===== config.mk =====
export PLATFORM = sky130hd
export DESIGN_NAME = tlv_parameter_store_core
export DESIGN_NICKNAME = d
export VERILOG_FILES = /design/src/design/tlvps_pkg.sv /design/src/design/tlvps_ram.sv /design/src/design/tlv_parameter_store_core.sv
export SDC_FILE = /design/constraint.sdc
export NUM_CORES = 2
export LEC_CHECK = 0
export BUFFER_PORTS_ARGS = -buffer_cell sky130_fd_sc_hd__buf_2
export CAP_MARGIN = 40
export CORE_AREA = 8 8 554 556
export DETAILED_ROUTE_END_ITERATION = 16
export DIE_AREA = 0 0 562 564
export PLACE_DENSITY = 0.5
export SLEW_MARGIN = 20
export SYNTH_ARGS = -nofsm -noshare
export SYNTH_HDL_FRONTEND = slang
export SYNTH_HIERARCHICAL = 1
export SYNTH_SLANG_ARGS = --single-unit

===== constraint.sdc =====
create_clock -name clk -period 38.4 [get_ports clk]
set_clock_uncertainty 0.05 [all_clocks]
set_input_delay 7.68 -clock clk [delete_from_list [all_inputs] [get_ports clk]]
set_output_delay 7.68 -clock clk [all_outputs]
set_load 0.02 [all_outputs]

===== src/design/tlvps_pkg.sv =====
// ---------------------------------------------------------------------------
// tlvps_pkg
// shared constants, command and status codes, and sequencer states for the
// tag-length-value parameter store
// ---------------------------------------------------------------------------
package tlvps_pkg;

  localparam int BufferBytesDef = 256;
  localparam int EntryHead      = 2;
  localparam int MaxValue       = 4;

  typedef enum logic [1:0] {
    CMD_CLEAR  = 2'd0,
    CMD_APPEND = 2'd1,
    CMD_REMOVE = 2'd2,
    CMD_FIND   = 2'd3
  } cmd_t;

  typedef enum logic [1:0] {
    ST_OK       = 2'd0,
    ST_FULL     = 2'd1,
    ST_NOTFOUND = 2'd2
  } status_t;

  typedef enum logic [3:0] {
    S_IDLE,
    S_APPEND,
    S_WALK_TAG,
    S_WALK_LEN,
    S_VAL,
    S_SHIFT_RD,
    S_SHIFT_WR,
    S_DONE
  } state_t;

endpackage


===== src/design/tlvps_ram.sv =====
// ---------------------------------------------------------------------------
// tlvps_ram
// generic single-port synchronous ram, one write or one read per cycle,
// registered read data
// ---------------------------------------------------------------------------
module tlvps_ram #(
  parameter int Width = 8,
  parameter int Depth = 256
) (
  input  logic                     clk,
  input  logic                     we,
  input  logic [$clog2(Depth)-1:0] addr,
  input  logic [Width-1:0]         wdata,
  output logic [Width-1:0]         rdata
);

  logic [Width-1:0] mem [Depth];

  // write port and registered read
  always_ff @(posedge clk) begin
    if (we) begin
      mem[addr] <= wdata;
    end
    rdata <= mem[addr];
  end

endmodule


===== src/design/tlv_parameter_store_core.sv =====
// ---------------------------------------------------------------------------
// tlv_parameter_store_core
// tag-length-value byte buffer with append, remove, find and clear commands
// ---------------------------------------------------------------------------
// one beat in flight; clear goes straight to the result, append writes tag,
// length and value, one byte write per cycle, unless it is rejected as full
// find and remove walk the entries, reading each tag and length, then read
// the value one byte per cycle; remove then moves later bytes down, a read
// and a write per byte; the single ram port sets this sequencing; in_tready
// returns the cycle after the result beat is taken
// reset clears fill count, signalling code and control; buffer bytes are not
// cleared and no clearing pass runs
module tlv_parameter_store_core
  import tlvps_pkg::*;
#(
  parameter int BufferBytes = BufferBytesDef
) (
  input  logic        clk,
  input  logic        rst_n,
  input  logic        in_tvalid,
  output logic        in_tready,
  // cmd[1:0], tag[9:2], value_size[12:10], value_data[44:13],
  // signalling_code[52:45], zero fill to 56
  input  logic [55:0] in_tdata,
  output logic        out_tvalid,
  input  logic        out_tready,
  // status[1:0], entry_position[9:2], entry_length[17:10],
  // entry_value[49:18], fill_bytes[57:50], signalling_now[65:58], zero to 72
  output logic [71:0] out_tdata
);

  localparam int AW = $clog2(BufferBytes);
  localparam int CW = AW + 1;

  state_t state_r, state_nxt;
  logic [CW-1:0] fill_r, fill_nxt;
  logic [7:0] sig_r, sig_nxt;
  cmd_t cmd_r, cmd_nxt;
  logic [7:0] tag_r, tag_nxt;
  logic [2:0] size_r, size_nxt;
  logic [31:0] data_r, data_nxt;
  logic [CW-1:0] ptr_r, ptr_nxt;   // walk pointer / entry start
  logic [CW-1:0] idx_r, idx_nxt;   // byte index within step
  logic [7:0] len_r, len_nxt;
  logic [31:0] val_r, val_nxt;
  logic [CW-1:0] dst_r, dst_nxt;
  logic [CW-1:0] newfill_r, newfill_nxt;
  logic pend_r, pend_nxt;          // a read or an append step was issued last cycle
  logic [1:0] ost_r, ost_nxt;
  logic ovalid_r, ovalid_nxt;

  logic we;
  logic [CW-1:0] addr;
  logic [7:0] wdata, rdata;
  logic [CW-1:0] span;
  logic [CW+1:0] need;

  tlvps_ram #(.Width(8), .Depth(BufferBytes)) u_ram (
    .clk(clk), .we(we), .addr(addr[AW-1:0]), .wdata(wdata), .rdata(rdata)
  );

  assign in_tready  = (state_r == S_IDLE);
  assign out_tvalid = ovalid_r;
  assign out_tdata  = {6'd0, sig_r, 8'(fill_r), val_r, len_r, 8'(ptr_r), ost_r};
  assign span = CW'(len_r) + CW'(EntryHead);

  // state and control registers
  always_ff @(posedge clk) begin
    if (!rst_n) begin
      state_r  <= S_IDLE;
      fill_r   <= '0;
      sig_r    <= '0;
      ovalid_r <= 1'b0;
      pend_r   <= 1'b0;
    end else begin
      state_r  <= state_nxt;
      fill_r   <= fill_nxt;
      sig_r    <= sig_nxt;
      ovalid_r <= ovalid_nxt;
      pend_r   <= pend_nxt;
    end
  end

  // payload registers
  always_ff @(posedge clk) begin
    cmd_r <= cmd_nxt; tag_r <= tag_nxt; size_r <= size_nxt; data_r <= data_nxt;
    ptr_r <= ptr_nxt; idx_r <= idx_nxt; len_r <= len_nxt; val_r <= val_nxt;
    dst_r <= dst_nxt; newfill_r <= newfill_nxt; ost_r <= ost_nxt;
  end

  // sequencer
  always_comb begin
    state_nxt = state_r; fill_nxt = fill_r; sig_nxt = sig_r;
    cmd_nxt = cmd_r; tag_nxt = tag_r; size_nxt = size_r; data_nxt = data_r;
    ptr_nxt = ptr_r; idx_nxt = idx_r; len_nxt = len_r; val_nxt = val_r;
    dst_nxt = dst_r; newfill_nxt = newfill_r; ost_nxt = ost_r;
    ovalid_nxt = ovalid_r; pend_nxt = 1'b0;
    we = 1'b0; addr = ptr_r; wdata = 8'd0;
    need = '0;
    case (state_r)
      S_IDLE: begin
        if (in_tvalid) begin
          cmd_nxt  = cmd_t'(in_tdata[1:0]);
          tag_nxt  = in_tdata[9:2];
          size_nxt = (in_tdata[12:10] > 3'(MaxValue)) ? 3'(MaxValue) : in_tdata[12:10];
          data_nxt = in_tdata[44:13];
          ost_nxt = ST_OK; ptr_nxt = '0; len_nxt = '0; val_nxt = '0; idx_nxt = '0;
          case (cmd_t'(in_tdata[1:0]))
            CMD_CLEAR: begin
              fill_nxt = '0;
              sig_nxt = in_tdata[52:45];
              state_nxt = S_DONE;
            end
            CMD_APPEND: state_nxt = S_APPEND;
            default:    state_nxt = S_WALK_TAG;
          endcase
        end
      end
      S_APPEND: begin
        // first cycle fixes the result and rejects when full, then one byte per cycle
        if (idx_r == '0 && !pend_r) begin
          ptr_nxt = fill_r;
          len_nxt = {5'd0, size_r};
          case (size_r)
            3'd0: val_nxt = 32'd0;
            3'd1: val_nxt = {24'd0, data_r[7:0]};
            3'd2: val_nxt = {16'd0, data_r[15:0]};
            3'd3: val_nxt = {8'd0, data_r[23:0]};
            default: val_nxt = data_r;
          endcase
          need = (CW+2)'(fill_r) + (CW+2)'(size_r) + (CW+2)'(EntryHead);
          if (need >= (CW+2)'(BufferBytes)) begin
            ost_nxt = ST_FULL;
            state_nxt = S_DONE;
          end else begin
            pend_nxt = 1'b1;
          end
        end else begin
          we = 1'b1;
          addr = ptr_r + idx_r;
          if (idx_r == '0) wdata = tag_r;
          else if (idx_r == CW'(1)) wdata = {5'd0, size_r};
          else wdata = data_r[8*(2'(idx_r[1:0] - 2'd2)) +: 8];
          idx_nxt = idx_r + CW'(1);
          pend_nxt = 1'b1;
          if (idx_r == CW'(size_r) + CW'(1)) begin
            fill_nxt = fill_r + CW'(size_r) + CW'(EntryHead);
            state_nxt = S_DONE;
          end
        end
      end
      S_WALK_TAG: begin
        // issue tag read at ptr, then check it; past the fill it ends as not found
        if (!pend_r) begin
          if (ptr_r >= fill_r) begin
            ost_nxt = ST_NOTFOUND; ptr_nxt = '0;
            state_nxt = S_DONE;
          end else begin
            addr = ptr_r; pend_nxt = 1'b1;
          end
        end else begin
          idx_nxt = (rdata == tag_r) ? CW'(1) : CW'(0);
          addr = ptr_r + CW'(1); pend_nxt = 1'b1;
          state_nxt = S_WALK_LEN;
        end
      end
      S_WALK_LEN: begin
        if (idx_r != '0) begin
          len_nxt = rdata; idx_nxt = '0;
          state_nxt = S_VAL;
        end else begin
          need = (CW+2)'(ptr_r) + (CW+2)'(rdata) + (CW+2)'(EntryHead);
          ptr_nxt = (need >= (CW+2)'(BufferBytes)) ? CW'(BufferBytes) : CW'(need);
          state_nxt = S_WALK_TAG;
        end
      end
      S_VAL: begin
        // read up to four value bytes, one per cycle, then finish or shift for remove
        if (pend_r) begin
          val_nxt = val_r | (32'(rdata) << (8 * (2'(idx_r[1:0] - 2'd1))));
        end
        if (idx_r < CW'(MaxValue) && CW'(idx_r) < CW'(len_r > 8'd4 ? 8'd4 : len_r)
            && (ptr_r + CW'(EntryHead) + idx_r) < CW'(BufferBytes)) begin
          addr = ptr_r + CW'(EntryHead) + idx_r;
          pend_nxt = 1'b1;
          idx_nxt = idx_r + CW'(1);
        end else if (pend_r) begin
          pend_nxt = 1'b0;
        end else begin
          if (cmd_r == CMD_REMOVE) begin
            need = (CW+2)'(ptr_r) + (CW+2)'(len_r) + (CW+2)'(EntryHead);
            newfill_nxt = ((CW+2)'(fill_r) > need) ? fill_r - CW'(span) : ptr_r;
            dst_nxt = ptr_r;
            state_nxt = S_SHIFT_RD;
          end else begin
            state_nxt = S_DONE;
          end
        end
      end
      S_SHIFT_RD: begin
        if (dst_r >= newfill_r) begin
          fill_nxt = newfill_r;
          state_nxt = S_DONE;
        end else begin
          addr = dst_r + span; pend_nxt = 1'b1;
          state_nxt = S_SHIFT_WR;
        end
      end
      S_SHIFT_WR: begin
        we = 1'b1; addr = dst_r; wdata = rdata;
        dst_nxt = dst_r + CW'(1);
        state_nxt = S_SHIFT_RD;
      end
      S_DONE: begin
        // hold result until taken
        if (!ovalid_r) ovalid_nxt = 1'b1;
        else if (out_tready) begin
          ovalid_nxt = 1'b0;
          state_nxt = S_IDLE;
        end
      end
      default: state_nxt = S_IDLE;
    endcase
  end

endmodule

==> results.md <==
* Post-synth ARST share at 0%
* Clock root buffer: clkbuf_16
* Clk pwr share at 21.6%
* Row cnt at 201
* ANT nets after route at 0
* EDFF count, synth at approximately 2.2k
* Die width at 562 µm
* #FFs+latches synth at between 2k and 2.5k
* Top achievable clock speed at 101 MHz
* Post-DP HPWL at roughly 150000 µm
* # DRC at 0
* Worst setup EP type: output port
* Sequential Power Share at 31.7%
* Cell Chain, Critical Path: nor3_1, buf_2
* WS Path Type: reg2out
* Initial antenna violation count at 8
* Hold Buf Count CTS at 0
* Setup ws final at 28.45 ns
* Sw frac at 39.4%
* Final wirelength at 242000 µm
* Synth top area share at 73.2%
* DP Worst Slack at 28.34 ns
* Wire length of the first global-routing pass at 347000 µm
* Slew Limit Fails at 0
* Gpl congestion at 0.784
* Die Ht at about 560 µm
* Largest net degree at the start of global routing at between 200 and 250
* Crit path time final at 9.95 ns
* HP Class: reg2reg
* Vias/cell at between 5 and 6
* RSZ-0062 raised after global routing: no
* Crit path DAT at 2.22 ns
* CP max-delay cell: dfxtp_1
* Worst Setup Start Kind: flop
* Lkg Pwr at 0.0329 µW
* Core area at 298000 µm²
* Cts bufs inserted at 230
* Actual slew at the worst max-slew pin at 1.23 ns
* Pwr dens at 93.7 nW/µm²
* Vias in the first global route at 47.4k
* Layout cells sized above 1 at between 20% and 30%
* WP data required at a little over 30 ns
* Post-synthesis sequential area ratio at 73.8%
* CTS clk-pin slew, worst paths at 0.06 ns
* H-tree depth at 4
* Distinct cell type count after synthesis at 73
* Cell internal pwr at 5870 µW
* Top cells by area, synth: edfxtp_1, mux4_2, a22oi_1
* Syn Inst Count at 4613
* Die ar. at 317000 µm²
* Combinational power share at between 40% and 50%
* P&R area growth vs syn at 16.1%
* Number of port buffers at 124
* Slowest Stage Delay on Critical Path at 0.56 ns
* Fin Setup TNS at 0 ns
* Initial Util at about 30%
* CTS tree: done
* Pre-antenna DRT Iters at 6
* Worst-Skew Late Latency at 0.86 ns
* Remaining global-route overflow at 0
* Max_cap viols at 0
* Post-CTS sizing at 0
* Top FF cell, synth: edfxtp_1
* Setup Fix Bufs, Post-CTS at 0
* CP max FO at 22
* Leading area contributor after synthesis: edfxtp_1
* Top delay family on crit path: flip-flops
* Routed len/inst at 26.5 µm
* Top-level I/O count at ~130
* First DRT Iteration DRCs at 4519
* Post-Syn Area at 89100 µm²
* Crit path buffers/inverters at 1
* Final hold vios at 0
* Synth warnings at 6
* Tot GR Track Use at roughly 15%
* NumNets Final at 5181
* Final worst path period share at 25.9%
* Via count at between 40k and 50k
* # fillers at 28.2k
* Setup Viol. Count Final at 0
* Worst rel slew slack at 17.8%
* Status: finished, final reports clean
* Syn Area/Cell at 19.3 µm²
* VDD IR max at 119 µV
* Switching power at 3820 µW
* Maximum clock insertion buffer count at 4
* Sink Count at 2201
logic make-up (layout without fill, tap and decap cells):
logic type,count (synthesis),count (layout),share of synthesized area [%]
flops,2201,2201,73.8
compound gates,689,689,5.15
simple gates,616,616,3.08
mux,547,547,13.5
buf+inv,358,913,1.88
fa+ha+maj,124,124,1.83
xor+xnor,76,76,0.747
other cells,2,18,0.00843
state kept, by name, summed over array words and instances (netlist names):
signal,count
state_r,3
tag_r,8
ost_r,2
u_ram/mem,2048
pend_r,1
cmd_r,2
data_r,32
len_r,8
u_ram/rdata,8
idx_r,9
fill_r,9
out_tvalid,1
size_r,3
ptr_r,9
newfill_r,9
val_r,32
sig_r,8
dst_r,9
per-stage QoR:
step                std cells  hold WS (ns)  cell area [µm²]  power, µW  utilization [%]
finish                   9142         0.441           103000       9690             34.7
global route             9136         0.477           103000      10100             34.7
CTS                      9025         0.440           102000       9770             34.3
detailed placement       8613         0.432            95500       7660             32.0
global placement         8540         0.425            94600       7560             31.7
floorplan                4622         0.449            89100       6130                -
layout by cell type, fill, tap and decap left out, drive strengths merged, types with 20 or more instances in the layout:
cell / netlist / layout
edfxtp: 2171 / 2171
o41ai: 34 / 34
nor2b: 27 / 27
nand4: 20 / 20
a22oi: 263 / 263
nand2: 132 / 132
a21oi: 202 / 202
dfxtp: 30 / 30
nor3: 46 / 46
o21ai: 90 / 90
nor2: 288 / 288
clkbuf: 168 / 275
xnor2: 42 / 42
clkinv: 1 / 114
buf: 126 / 431
ha: 113 / 113
nand3: 37 / 37
xor2: 34 / 34
mux4: 520 / 520
inv: 63 / 67
cell usage after synthesis (37+ instances only):
cell / instances
nor3_1: 46
inv_1: 63
buf_4: 39
edfxtp_1: 2171
a22oi_1: 263
mux4_2: 520
nand3_1: 37
buf_2: 44
nand2_1: 132
o21ai_0: 85
nor2_1: 287
ha_1: 113
a21oi_1: 201
xnor2_1: 42
clkbuf_1: 168
final timing paths:
| path | from | end | slack [ns] | cells after the start |
|---|---|---|---|---|
| worst max-delay path | state_r[2]$_SDFFE_PN0P_ | in_tready | 28.45 | 2 |
| worst min-delay path | out_tvalid$_SDFFE_PN0N_ | out_tvalid$_SDFFE_PN0N_ | 0.44 | 2 |
| worst max register to register | ptr_r[1]$_DFFE_PP_ | u_ram/rdata[6]$_DFF_P_ | 29.15 | 25 |
| worst min register to register | out_tvalid$_SDFFE_PN0N_ | out_tvalid$_SDFFE_PN0N_ | 0.44 | 2 |
tightest hold or removal path: cells and delay by family (launching register included):
| kind | cells | cell delay (ns) |
|---|---|---|
| compound gates | 1 | 0.07 |
| simple gates | 1 | 0.05 |
| flops | 1 | 0.32 |
area by class of cell:
type,instances,area [µm²],share of cell area [%]
clock buffers,273,5960,5.76
well taps,3958,4950,4.79
multi-input cells,2063,21900,21.1
flip-flops and latches,2201,65800,63.6
clock inverters,139,996,0.963
repair buffers,437,3620,3.50
inverters,64,240,0.232
diodes,7,17.5,0.0169
power by group through the flow:
stage | logic, µW | registers, µW | clock network (µW)
after floorplan | 2850 | 3280 | 0
after global placement | 4430 | 3130 | 0
after detailed placement | 4530 | 3120 | 0
after CTS | 4540 | 3070 | 2150
after global routing | 4820 | 3080 | 2230
final | 4520 | 3070 | 2090
metal layers:
metal / GRT usage [%] / part of all wire, % / vias up
li1: - / - / 19700
met3: 2.61 / 6.3 / 299
met4: 3.66 / 2.4 / 4
met2: 24.0 / 47 / 1494
met1: 20.7 / 44 / 24900
met5: 0 / 0.011 / -
Note: power is estimated with default switching activity, not from simulation.
